**config.mk**
```make
export PLATFORM = sky130hd
export DESIGN_NAME = joystick_axis_calibrate_map
export DESIGN_NICKNAME = d
export VERILOG_FILES = /design/src/rtl/jacm_pkg.sv /design/src/rtl/jacm_cal.sv /design/src/rtl/jacm_div.sv /design/src/rtl/joystick_axis_calibrate_map.sv
export VERILOG_INCLUDE_DIRS = /design/src /design/src/rtl
export SDC_FILE = /design/constraint.sdc
export NUM_CORES = 1
export LEC_CHECK = 0
export ABC_CLOCK_PERIOD_IN_PS = 7700
export BUFFER_PORTS_ARGS = -buffer_cell sky130_fd_sc_hd__clkbuf_2
export CAP_MARGIN = 5
export CORE_MARGIN = 10
export CORE_UTILIZATION = 55
export CTS_BUF_LIST = sky130_fd_sc_hd__clkbuf_16
export DETAILED_ROUTE_END_ITERATION = 7
export HOLD_SLACK_MARGIN = 0.1
export PLACE_DENSITY = 0.8
export SLEW_MARGIN = 5
export SYNTH_ARGS = -nofsm -noshare
export SYNTH_HDL_FRONTEND = slang
export SYNTH_HIERARCHICAL = 1
export SYNTH_SLANG_ARGS = --single-unit
```
**constraint.sdc**
```tcl
create_clock -name i_clk -period 7.7 [get_ports i_clk]
set_clock_uncertainty 0.1 [all_clocks]
set_input_delay 0.385 -clock i_clk [delete_from_list [all_inputs] [get_ports i_clk]]
set_output_delay 0.385 -clock i_clk [all_outputs]
set_load 0.1 [all_outputs]
```
**src/rtl/joystick_axis_calibrate_map_defines.svh**
```systemverilog
// Assertion macros shared by the joystick calibration RTL.
`ifndef JOYSTICK_AXIS_CALIBRATE_MAP_DEFINES_SVH
`define JOYSTICK_AXIS_CALIBRATE_MAP_DEFINES_SVH

// Same-cycle implication, checked at every rising clock edge out of reset.
`define JACM_ASSERT_IMP(lbl, clk, rst_n, ante, cons, msg) \
    lbl: assert property (@(posedge clk) disable iff (!rst_n) (ante) |-> (cons)) else $error(msg);

// Next-cycle implication, checked at every rising clock edge out of reset.
`define JACM_ASSERT_NEXT(lbl, clk, rst_n, ante, cons, msg) \
    lbl: assert property (@(posedge clk) disable iff (!rst_n) (ante) |=> (cons)) else $error(msg);

`endif

```
**src/rtl/jacm_pkg.sv**
```systemverilog
package jacm_pkg;

    localparam int ADC_BITS_DFLT = 10;
    localparam int OUT_BITS_DFLT = 8;
    localparam int LOAD_BITS     = 16;
    localparam int CMD_BITS      = 2;
    localparam int CFG_IDX_BITS  = 3;

    localparam int CAL_ADC_MIN = 0;
    localparam int CAL_ADC_MID = 512;
    localparam int CAL_ADC_MAX = 1023;
    localparam int CAL_OUT_MIN = 0;
    localparam int CAL_OUT_MID = 128;
    localparam int CAL_OUT_MAX = 255;

    typedef enum logic [CMD_BITS-1:0] {
        CMD_CONVERT = 2'd0,
        CMD_TRACK   = 2'd1,
        CMD_CENTER  = 2'd2,
        CMD_LOAD    = 2'd3
    } t_cmd;

    typedef enum logic [CFG_IDX_BITS-1:0] {
        REG_VALID_LOW   = 3'd0,
        REG_VALID_HIGH  = 3'd1,
        REG_DEFAULT_MID = 3'd2,
        REG_OUT_MIN     = 3'd3,
        REG_OUT_MID     = 3'd4,
        REG_OUT_MAX     = 3'd5
    } t_reg;

    // Calibration update request from the sequencer.
    typedef struct packed {
        logic en;
        t_cmd cmd;
        logic axis;
    } t_cal_upd;

    // Divider status toward the sequencer.
    typedef struct packed {
        logic busy;
        logic last;
    } t_div_stat;

endpackage

```
**src/rtl/jacm_cal.sv**
```systemverilog
`include "joystick_axis_calibrate_map_defines.svh"

module jacm_cal
    import jacm_pkg::*;
#(
    parameter int ADC_BITS = ADC_BITS_DFLT
) (
    input  logic                 i_clk,
    input  logic                 i_rst_n,
    input  t_cal_upd             i_upd,
    input  logic [ADC_BITS-1:0]  i_x_sample,
    input  logic [ADC_BITS-1:0]  i_y_sample,
    input  logic [LOAD_BITS-1:0] i_load_min,
    input  logic [LOAD_BITS-1:0] i_load_mid,
    input  logic [LOAD_BITS-1:0] i_load_max,
    input  logic [ADC_BITS-1:0]  i_valid_low,
    input  logic [ADC_BITS-1:0]  i_valid_high,
    input  logic [ADC_BITS-1:0]  i_default_mid,
    output logic [ADC_BITS-1:0]  o_min    [2],
    output logic [ADC_BITS-1:0]  o_center [2],
    output logic [ADC_BITS-1:0]  o_max    [2]
);

    logic [ADC_BITS-1:0]  r_min [2];
    logic [ADC_BITS-1:0]  r_ctr [2];
    logic [ADC_BITS-1:0]  r_max [2];
    logic [ADC_BITS-1:0]  smp   [2];
    logic [LOAD_BITS-1:0] lo_ext;
    logic [LOAD_BITS-1:0] hi_ext;
    logic                 min_ok;
    logic                 mid_ok;
    logic                 max_ok;

    assign smp[0] = i_x_sample;
    assign smp[1] = i_y_sample;

    // Saved values are checked at their full stored width.
    assign lo_ext = LOAD_BITS'(i_valid_low);
    assign hi_ext = LOAD_BITS'(i_valid_high);
    assign min_ok = (i_load_min >= lo_ext) && (i_load_min <= hi_ext);
    assign mid_ok = (i_load_mid >= lo_ext) && (i_load_mid <= hi_ext);
    assign max_ok = (i_load_max >= lo_ext) && (i_load_max <= hi_ext);

    always_ff @(posedge i_clk) begin
        if (!i_rst_n) begin
            for (int a = 0; a < 2; a++) begin
                r_min[a] <= ADC_BITS'(CAL_ADC_MID);
                r_ctr[a] <= ADC_BITS'(CAL_ADC_MID);
                r_max[a] <= ADC_BITS'(CAL_ADC_MID);
            end
        end else if (i_upd.en) begin
            for (int a = 0; a < 2; a++) begin
                unique case (i_upd.cmd)
                    CMD_CONVERT: begin
                    end
                    CMD_TRACK: begin
                        if (smp[a] >= r_max[a]) begin
                            r_max[a] <= smp[a];
                        end
                        if (smp[a] <= r_min[a]) begin
                            r_min[a] <= smp[a];
                        end
                    end
                    CMD_CENTER: begin
                        r_ctr[a] <= smp[a];
                    end
                    CMD_LOAD: begin
                        if (i_upd.axis == a[0]) begin
                            r_min[a] <= min_ok ? i_load_min[ADC_BITS-1:0] : i_valid_low;
                            r_ctr[a] <= mid_ok ? i_load_mid[ADC_BITS-1:0] : i_default_mid;
                            r_max[a] <= max_ok ? i_load_max[ADC_BITS-1:0] : i_valid_high;
                        end
                    end
                    default: begin
                    end
                endcase
            end
        end
    end

    assign o_min    = r_min;
    assign o_center = r_ctr;
    assign o_max    = r_max;

endmodule

```
**src/rtl/jacm_div.sv**
```systemverilog
`include "joystick_axis_calibrate_map_defines.svh"

module jacm_div
    import jacm_pkg::*;
#(
    parameter int DVD_W = 19,
    parameter int DVS_W = 10
) (
    input  logic             i_clk,
    input  logic             i_rst_n,
    input  logic             i_start,
    input  logic [DVD_W-1:0] i_dividend,
    input  logic [DVS_W-1:0] i_divisor,
    output t_div_stat        o_stat,
    output logic [DVD_W-1:0] o_quotient
);

    // Restoring division, two quotient bits per cycle.
    localparam int STEPS = (DVD_W + 1) / 2;
    localparam int QW    = 2 * STEPS;
    localparam int CNT_W = $clog2(STEPS + 1);

    logic [QW-1:0]    r_quo;
    logic [DVS_W:0]   r_rem;
    logic [DVS_W-1:0] r_dvs;
    logic [CNT_W-1:0] r_cnt;

    logic [DVS_W:0] rem1;
    logic [DVS_W:0] rem1_red;
    logic [DVS_W:0] rem2;
    logic [DVS_W:0] rem2_red;
    logic           q1;
    logic           q2;

    always_comb begin
        rem1     = {r_rem[DVS_W-1:0], r_quo[QW-1]};
        q1       = rem1 >= {1'b0, r_dvs};
        rem1_red = q1 ? (rem1 - {1'b0, r_dvs}) : rem1;
        rem2     = {rem1_red[DVS_W-1:0], r_quo[QW-2]};
        q2       = rem2 >= {1'b0, r_dvs};
        rem2_red = q2 ? (rem2 - {1'b0, r_dvs}) : rem2;
    end

    always_ff @(posedge i_clk) begin
        if (!i_rst_n) begin
            r_cnt <= '0;
        end else if (i_start) begin
            r_cnt <= CNT_W'(STEPS);
        end else if (r_cnt != '0) begin
            r_cnt <= r_cnt - 1'b1;
        end
    end

    always_ff @(posedge i_clk) begin
        if (i_start) begin
            r_quo <= QW'(i_dividend);
            r_rem <= '0;
            r_dvs <= i_divisor;
        end else if (r_cnt != '0) begin
            r_quo <= {r_quo[QW-3:0], q1, q2};
            r_rem <= rem2_red;
        end
    end

    assign o_stat.busy = (r_cnt != '0);
    assign o_stat.last = (r_cnt == CNT_W'(1));
    assign o_quotient  = r_quo[DVD_W-1:0];

    `JACM_ASSERT_IMP(a_div_start_idle, i_clk, i_rst_n, i_start, r_cnt == '0, "divider restarted while busy")
    `JACM_ASSERT_NEXT(a_div_loads_count, i_clk, i_rst_n, i_start, r_cnt == CNT_W'(STEPS), "divider count not loaded")
    `JACM_ASSERT_IMP(a_div_nonzero_divisor, i_clk, i_rst_n, i_start, i_divisor != '0, "divide by a zero span")

endmodule

```
**src/rtl/joystick_axis_calibrate_map.sv**
```systemverilog
// An accepted request goes through the calibration update and then, for each axis,
// through setup, two multiplies, a sign split and the serial divide; an axis whose
// half is empty skips the multiplies, sign split and divide. A new request is not taken
// until the sequencer is back in idle, once the result has entered the output register.
// Reset (synchronous, active low) restores the configuration registers and the
// calibration to their defaults and empties the result register.
`include "joystick_axis_calibrate_map_defines.svh"

module joystick_axis_calibrate_map
    import jacm_pkg::*;
#(
    parameter int ADC_BITS = ADC_BITS_DFLT,
    parameter int OUT_BITS = OUT_BITS_DFLT
) (
    input  logic                    i_clk,
    input  logic                    i_rst_n,

    input  logic                    i_cfg_we,
    input  logic [CFG_IDX_BITS-1:0] i_cfg_index,
    input  logic [((ADC_BITS > OUT_BITS) ? ADC_BITS : OUT_BITS)-1:0] i_cfg_data,

    input  logic                    i_in_valid,
    output logic                    o_in_stall,
    input  logic [CMD_BITS-1:0]     i_cmd,
    input  logic [ADC_BITS-1:0]     i_x_sample,
    input  logic [ADC_BITS-1:0]     i_y_sample,
    input  logic                    i_button_a,
    input  logic                    i_button_b,
    input  logic                    i_load_axis,
    input  logic [LOAD_BITS-1:0]    i_load_min,
    input  logic [LOAD_BITS-1:0]    i_load_mid,
    input  logic [LOAD_BITS-1:0]    i_load_max,

    output logic                    o_out_valid,
    input  logic                    i_out_stall,
    output logic [OUT_BITS-1:0]     o_x_out,
    output logic [OUT_BITS-1:0]     o_y_out,
    output logic                    o_button_a_out,
    output logic                    o_button_b_out
);

    // The mapping numerator is start_out * span + delta_out * offset. Its magnitude
    // stays below 2^(ADC_BITS + OUT_BITS + 1), so one sign bit on top is enough.
    localparam int NUM_W = ADC_BITS + OUT_BITS + 2;
    localparam int MAG_W = ADC_BITS + OUT_BITS + 1;

    // The sequencer walks one axis at a time through setup, two multiplies into a shared
    // accumulator, a sign split and the serial divide (all but setup skipped for an empty
    // half) and finishes the axis. After both axes the result goes to the output register.
    typedef enum logic [8:0] {
        ST_IDLE   = 9'b000000001,
        ST_UPDATE = 9'b000000010,
        ST_SETUP  = 9'b000000100,
        ST_MUL_A  = 9'b000001000,
        ST_MUL_B  = 9'b000010000,
        ST_SIGN   = 9'b000100000,
        ST_DIV    = 9'b001000000,
        ST_FIN    = 9'b010000000,
        ST_DONE   = 9'b100000000
    } t_state;

    t_state r_state;
    t_state n_state;

    // Configuration registers.
    logic [ADC_BITS-1:0] r_valid_low;
    logic [ADC_BITS-1:0] r_valid_high;
    logic [ADC_BITS-1:0] r_default_mid;
    logic [OUT_BITS-1:0] r_out_min;
    logic [OUT_BITS-1:0] r_out_mid;
    logic [OUT_BITS-1:0] r_out_max;

    // The accepted request.
    t_cmd                 r_cmd;
    logic [ADC_BITS-1:0]  r_x;
    logic [ADC_BITS-1:0]  r_y;
    logic                 r_btn_a;
    logic                 r_btn_b;
    logic                 r_load_axis;
    logic [LOAD_BITS-1:0] r_load_min;
    logic [LOAD_BITS-1:0] r_load_mid;
    logic [LOAD_BITS-1:0] r_load_max;

    // Per-axis working registers. The offset from the half's start is signed:
    // with a min above the max the clamped sample can sit below the min.
    logic                 r_axis;
    logic [ADC_BITS-1:0]  r_span;
    logic signed [ADC_BITS:0] r_d;
    logic [OUT_BITS-1:0]  r_ostart;
    logic [OUT_BITS+1:0]  r_delta;
    logic                 r_empty;
    logic                 r_neg;
    logic signed [NUM_W-1:0] r_num;
    logic [OUT_BITS-1:0]  r_map [2];

    // Result register.
    logic                 r_out_valid;
    logic [OUT_BITS-1:0]  r_x_out;
    logic [OUT_BITS-1:0]  r_y_out;
    logic                 r_btn_a_out;
    logic                 r_btn_b_out;

    logic in_acc;
    logic out_acc;
    logic out_free;

    t_cal_upd            cal_upd;
    logic [ADC_BITS-1:0] cal_min    [2];
    logic [ADC_BITS-1:0] cal_center [2];
    logic [ADC_BITS-1:0] cal_max    [2];

    t_div_stat           div_stat;
    logic                div_start;
    logic [MAG_W-1:0]    div_quo;
    logic [MAG_W-1:0]    num_mag;
    logic [NUM_W-1:0]    num_neg;

    logic [ADC_BITS-1:0] s_raw;
    logic [ADC_BITS-1:0] lo;
    logic [ADC_BITS-1:0] mid;
    logic [ADC_BITS-1:0] hi;
    logic [ADC_BITS-1:0] s_clamp;
    logic [ADC_BITS-1:0] in_start;
    logic                lower;
    logic [ADC_BITS+1:0] span;
    logic [OUT_BITS+1:0] delta;
    logic                empty;

    logic signed [OUT_BITS+1:0] mul_a;
    logic signed [ADC_BITS:0]   mul_b;
    logic signed [NUM_W-1:0]    prod;

    logic [OUT_BITS-1:0] q_low;
    logic [OUT_BITS-1:0] res;

    assign in_acc   = i_in_valid && !o_in_stall;
    assign out_acc  = r_out_valid && !i_out_stall;
    assign out_free = !r_out_valid || !i_out_stall;

    // ------------------------------------------------------------------
    // Configuration port. Writes must land only while the block is idle; the
    // block itself does not enforce this. Writes take effect directly.
    // ------------------------------------------------------------------
    always_ff @(posedge i_clk) begin
        if (!i_rst_n) begin
            r_valid_low   <= ADC_BITS'(CAL_ADC_MIN);
            r_valid_high  <= ADC_BITS'(CAL_ADC_MAX);
            r_default_mid <= ADC_BITS'(CAL_ADC_MID);
            r_out_min     <= OUT_BITS'(CAL_OUT_MIN);
            r_out_mid     <= OUT_BITS'(CAL_OUT_MID);
            r_out_max     <= OUT_BITS'(CAL_OUT_MAX);
        end else if (i_cfg_we) begin
            unique case (t_reg'(i_cfg_index))
                REG_VALID_LOW:   r_valid_low   <= i_cfg_data[ADC_BITS-1:0];
                REG_VALID_HIGH:  r_valid_high  <= i_cfg_data[ADC_BITS-1:0];
                REG_DEFAULT_MID: r_default_mid <= i_cfg_data[ADC_BITS-1:0];
                REG_OUT_MIN:     r_out_min     <= i_cfg_data[OUT_BITS-1:0];
                REG_OUT_MID:     r_out_mid     <= i_cfg_data[OUT_BITS-1:0];
                REG_OUT_MAX:     r_out_max     <= i_cfg_data[OUT_BITS-1:0];
                default: begin
                end
            endcase
        end
    end

    // ------------------------------------------------------------------
    // Request capture.
    // ------------------------------------------------------------------
    always_ff @(posedge i_clk) begin
        if (in_acc) begin
            r_cmd       <= t_cmd'(i_cmd);
            r_x         <= i_x_sample;
            r_y         <= i_y_sample;
            r_btn_a     <= i_button_a;
            r_btn_b     <= i_button_b;
            r_load_axis <= i_load_axis;
            r_load_min  <= i_load_min;
            r_load_mid  <= i_load_mid;
            r_load_max  <= i_load_max;
        end
    end

    // ------------------------------------------------------------------
    // Calibration store. It is updated once per request, in the update
    // state, so both axes are mapped with the calibration after the update.
    // ------------------------------------------------------------------
    assign cal_upd.en   = (r_state == ST_UPDATE);
    assign cal_upd.cmd  = r_cmd;
    assign cal_upd.axis = r_load_axis;

    jacm_cal #(
        .ADC_BITS(ADC_BITS)
    ) u_cal (
        .i_clk         (i_clk),
        .i_rst_n       (i_rst_n),
        .i_upd         (cal_upd),
        .i_x_sample    (r_x),
        .i_y_sample    (r_y),
        .i_load_min    (r_load_min),
        .i_load_mid    (r_load_mid),
        .i_load_max    (r_load_max),
        .i_valid_low   (r_valid_low),
        .i_valid_high  (r_valid_high),
        .i_default_mid (r_default_mid),
        .o_min         (cal_min),
        .o_center      (cal_center),
        .o_max         (cal_max)
    );

    // ------------------------------------------------------------------
    // Setup for the current axis. The sample is clamped against the max
    // first and the min second, which settles the case of a min above
    // the max. The half is then chosen by comparing against the center.
    // Span and output delta are kept in two's complement one bit wider
    // than needed, so a negative span shows up in the top bit.
    // ------------------------------------------------------------------
    assign s_raw = r_axis ? r_y : r_x;
    assign lo    = cal_min[r_axis];
    assign mid   = cal_center[r_axis];
    assign hi    = cal_max[r_axis];

    always_comb begin
        priority if (s_raw > hi) begin
            s_clamp = hi;
        end else if (s_raw < lo) begin
            s_clamp = lo;
        end else begin
            s_clamp = s_raw;
        end
    end

    assign lower    = s_clamp < mid;
    assign in_start = lower ? lo : mid;
    assign span     = lower ? ({2'b00, mid} - {2'b00, lo} - (ADC_BITS+2)'(1))
                            : ({2'b00, hi} - {2'b00, mid});
    assign delta    = lower ? ({2'b00, r_out_mid} - {2'b00, r_out_min} - (OUT_BITS+2)'(1))
                            : ({2'b00, r_out_max} - {2'b00, r_out_mid});
    assign empty    = span[ADC_BITS+1] || (span == '0);

    // ------------------------------------------------------------------
    // One signed multiplier serves both products of the numerator: first
    // start_out * span, then delta_out * offset, accumulated into r_num.
    // ------------------------------------------------------------------
    assign mul_a = (r_state == ST_MUL_A) ? $signed({2'b00, r_ostart}) : $signed(r_delta);
    assign mul_b = (r_state == ST_MUL_A) ? $signed({1'b0, r_span}) : r_d;
    assign prod  = NUM_W'(mul_a) * NUM_W'(mul_b);

    // The divider works on the magnitude; the sign is put back afterwards,
    // which truncates the quotient toward zero.
    assign num_neg   = -r_num;
    assign num_mag   = r_num[NUM_W-1] ? num_neg[MAG_W-1:0] : r_num[MAG_W-1:0];
    assign div_start = (r_state == ST_SIGN);

    jacm_div #(
        .DVD_W(MAG_W),
        .DVS_W(ADC_BITS)
    ) u_div (
        .i_clk      (i_clk),
        .i_rst_n    (i_rst_n),
        .i_start    (div_start),
        .i_dividend (num_mag),
        .i_divisor  (r_span),
        .o_stat     (div_stat),
        .o_quotient (div_quo)
    );

    // Only the low output bits of the quotient matter, and negation commutes
    // with that truncation. The axis value is then inverted against out_max.
    assign q_low = r_empty ? r_ostart
                           : (r_neg ? (-div_quo[OUT_BITS-1:0]) : div_quo[OUT_BITS-1:0]);
    assign res   = r_out_max - q_low;

    // ------------------------------------------------------------------
    // Sequencer.
    // ------------------------------------------------------------------
    always_comb begin
        n_state = r_state;
        unique case (r_state)
            ST_IDLE: begin
                if (i_in_valid) begin
                    n_state = ST_UPDATE;
                end
            end
            ST_UPDATE: begin
                n_state = ST_SETUP;
            end
            ST_SETUP: begin
                n_state = empty ? ST_FIN : ST_MUL_A;
            end
            ST_MUL_A: begin
                n_state = ST_MUL_B;
            end
            ST_MUL_B: begin
                n_state = ST_SIGN;
            end
            ST_SIGN: begin
                n_state = ST_DIV;
            end
            ST_DIV: begin
                if (div_stat.last) begin
                    n_state = ST_FIN;
                end
            end
            ST_FIN: begin
                n_state = r_axis ? ST_DONE : ST_SETUP;
            end
            ST_DONE: begin
                if (out_free) begin
                    n_state = ST_IDLE;
                end
            end
            default: begin
                n_state = ST_IDLE;
            end
        endcase
    end

    always_ff @(posedge i_clk) begin
        if (!i_rst_n) begin
            r_state     <= ST_IDLE;
            r_axis      <= 1'b0;
            r_out_valid <= 1'b0;
        end else begin
            r_state <= n_state;
            if (r_state == ST_FIN) begin
                r_axis <= ~r_axis;
            end
            if ((r_state == ST_DONE) && out_free) begin
                r_out_valid <= 1'b1;
            end else if (out_acc) begin
                r_out_valid <= 1'b0;
            end
        end
    end

    // Datapath registers.
    always_ff @(posedge i_clk) begin
        unique case (r_state)
            ST_SETUP: begin
                r_span   <= span[ADC_BITS-1:0];
                r_d      <= {1'b0, s_clamp} - {1'b0, in_start};
                r_ostart <= lower ? r_out_min : r_out_mid;
                r_delta  <= delta;
                r_empty  <= empty;
            end
            ST_MUL_A: begin
                r_num <= prod;
            end
            ST_MUL_B: begin
                r_num <= r_num + prod;
            end
            ST_SIGN: begin
                r_neg <= r_num[NUM_W-1];
            end
            ST_FIN: begin
                r_map[r_axis] <= res;
            end
            ST_DONE: begin
                if (out_free) begin
                    r_x_out     <= r_map[0];
                    r_y_out     <= r_map[1];
                    r_btn_a_out <= r_btn_a;
                    r_btn_b_out <= r_btn_b;
                end
            end
            default: begin
            end
        endcase
    end

    // A new request is taken whenever the sequencer is idle, even while the
    // previous result still waits in the output register.
    assign o_in_stall     = (r_state != ST_IDLE);
    assign o_out_valid    = r_out_valid;
    assign o_x_out        = r_x_out;
    assign o_y_out        = r_y_out;
    assign o_button_a_out = r_btn_a_out;
    assign o_button_b_out = r_btn_b_out;

    `JACM_ASSERT_IMP(a_out_from_done, i_clk, i_rst_n, $rose(r_out_valid), $past(r_state == ST_DONE), "result offered outside the done state")
    `JACM_ASSERT_IMP(a_div_running, i_clk, i_rst_n, r_state == ST_DIV, div_stat.busy, "waiting on an idle divider")
    `JACM_ASSERT_IMP(a_fin_after_div, i_clk, i_rst_n, (r_state == ST_FIN) && !r_empty, $past(r_state == ST_DIV), "axis finished without a divide")

endmodule

```
==> metrics <==
Final GP Congestion between 0.9 and 1; vias in the first global route approximately 23000; Fmax 132 MHz; Reg2Reg Launch Point r_state[2]; max-cap violation count 0; RSZ-0062 raised after global routing yes; Die Wd roughly 240 µm; Via Count about 23000; FP Rows 80; hpwl dp approximately 58000 µm; DR WL/cell between 20 and 25 µm; Worst setup startpoint r_state[2]; synthesized cell area 0.0267 mm²; Setup TNS 0 ns; pwr/cell area ~240 mW/mm²; CP max FO 8; GRT Util Overall 26.5%; count of input and output buffers 110; die area about 0.058 mm²; Clock transition at path regs 0.06 ns; first-pass GRT wire length 122000 µm; Critical Path Max Stage Delay 0.61 ns; Post-Synthesis Cells 2871; initial antenna violation count 1; startpoint types flop; Ys Warns 6; WP data arrival roughly 7.8 ns; # H-tree levels 2; Hold Vio Cnt, Final 0; total congestion overflow 0; P&R area growth vs syn 16.0%; CP most frequent cell o21a_1; share of cells above drive strength 1 14.4%; Placeable Area 0.0478 mm²; Worst Hold Class input pin to flop; Tcrit/Tclk final just under 100%; post-layout min period roughly 7.6 ns; clock buffer depth 3; Lkg Pwr around 0.013 µW; ant diodes 0; Worst-Skew Late Latency approximately 0.6 ns; Initial Util between 50% and 60%; peak supply drop between 0.0002 and 0.00025 V; pin count of the biggest net entering global routing 97; Setup crit end r_num[18]; Die Ht between 200 and 250 µm; setup slack, reg-to-reg 0.11 ns; Worst Tran Pin Value about 1.4 ns; worst slew margin relative to its limit between 9 and 10%; Synth Net Count around 3300; nets between 3000 and 4000; # DRC 0; critical path class flop to flop; io pins ~110; final setup vio count 0; CTS tree built; Slowest cell on crit path fa_2; antenna viol nets, final 0; final WL just under 80000 µm; syn_area_per_cell just over 9 µm²; drt first pass iters 8; worst hold slack roughly 0.18 ns; Worst R2R End r_num[18]; Slew Viols, Final 0; TritonCTS Sinks between 300 and 400; worst endpoint required time roughly 8 ns; cell depth of the worst flop-to-flop path 30; critical path capture point type flop; Num CTS Buffers 38; vias per cell a little over 6; CTS root buf clkbuf_16; status completed; DR iter-0 viols 2112
power breakdown:
group          internal (µW)  leakage, µW  total [µW]  switching, µW
Clock                   1130     0.000675        1940            812
Sequential              2130      0.00295        2250            122
Combinational           1460      0.00947        3380           1910
Total                   4720       0.0131        7570           2850
stage by stage:
stage,utilization [%],area [µm²],total power (µW),setup WS (ns),cells
floorplan,-,26700,4640,0.0364,2871
detailed placement,58.1,27800,5390,-0.189,3506
CTS,62.8,30000,7380,0.00633,3663
global route,64.6,30900,8010,-0.155,3696
global placement,58.1,27800,5260,0.0732,3506
finish,64.6,30900,7570,0.113,3696
cell type report:
| class | instances | area (µm²) |
|---|---|---|
| multi-input combinational | 2106 | 16800 |
| inverter | 293 | 1100 |
| sequential | 337 | 8730 |
| tap | 615 | 769 |
| clock inverter | 30 | 340 |
| clock buffer | 40 | 1000 |
| timing repair buffer | 275 | 2210 |
| fill | 3763 | 16900 |
state kept, by name (all words and copies together) (netlist names), 11 cells and up:
name and cells:
u_cal/o_center 20, r_load_max 16, r_map 16, r_load_min 16, u_cal/o_min 20, u_cal/o_max 20, r_d 11, r_num 20
r_load_mid 16, u_div/r_quo 20
routing by layer:
layer / vias to the layer above / share of wire, % / track usage [%]
li1: 10600 / - / -
met1: 10900 / 39 / 31.6
met2: 1152 / 48 / 44.3
met3: 310 / 7.6 / 4.68
met4: 2 / 6.1 / 15.1
met5: - / 0.013 / 0
critical path, delay by kind of cell (launching register included):
| kind | cells | cell delay (ns) |
|---|---|---|
| XOR/XNOR | 2 | 0.30 |
| buffers and inverters | 6 | 0.64 |
| adder cells (fa/ha/maj) | 7 | 2.58 |
| flip-flops | 1 | 0.35 |
| AO/OA/AOI/OAI | 8 | 1.92 |
| AND/OR/NAND/NOR | 6 | 1.16 |
| multiplexers | 1 | 0.27 |
cell usage in the layout, fill, tap and decap left out, types with 16 or more instances in the layout:
master and n:
nand2_1 301, inv_1 281, ha_1 258, edfxtp_1 197
o21ai_0 163, dfxtp_1 136, nor2_1 125, a21oi_1 110
clkbuf_2 110, nand3_1 108, fa_1 102, dlygate4sd3_1 85
xnor2_1 80, and3_1 70, a31oi_1 69, buf_4 60
mux2_2 57, a21boi_0 56, clkbuf_16 46, xor2_1 38
mux2i_1 34, nand2b_1 34, a21o_1 32, nor3_1 30
nand4_1 24, o21a_1 24, nor2b_1 23, or3_1 21
inv_2 20, nor4_1 18, a311oi_1 16
repair_timing:
item                                    CTS  global route
cloned                                    0             8
endpoints found under the setup margin    2             6
endpoints found under the hold margin   121             0
pin swaps                                 1            82
hold buffers                             85             0
setup buffers                             2            25
resized for setup                         8           106
how the worst min path moves through the flow:
stage	from	endpoint	slack [ns]	depth (start not counted)
final	i_rst_n	r_state[3]	0.18	3
after CTS	i_rst_n	r_state[3]	0.14	3
after detailed placement	r_map[1][0]	o_y_out[0]	0.30	0
after global routing	i_rst_n	r_state[3]	0.16	3
after global placement	r_btn_b	o_button_b_out	0.30	0
after floorplan	r_btn_a	o_button_a_out	0.30	0
(Power assumes the default switching activity.)
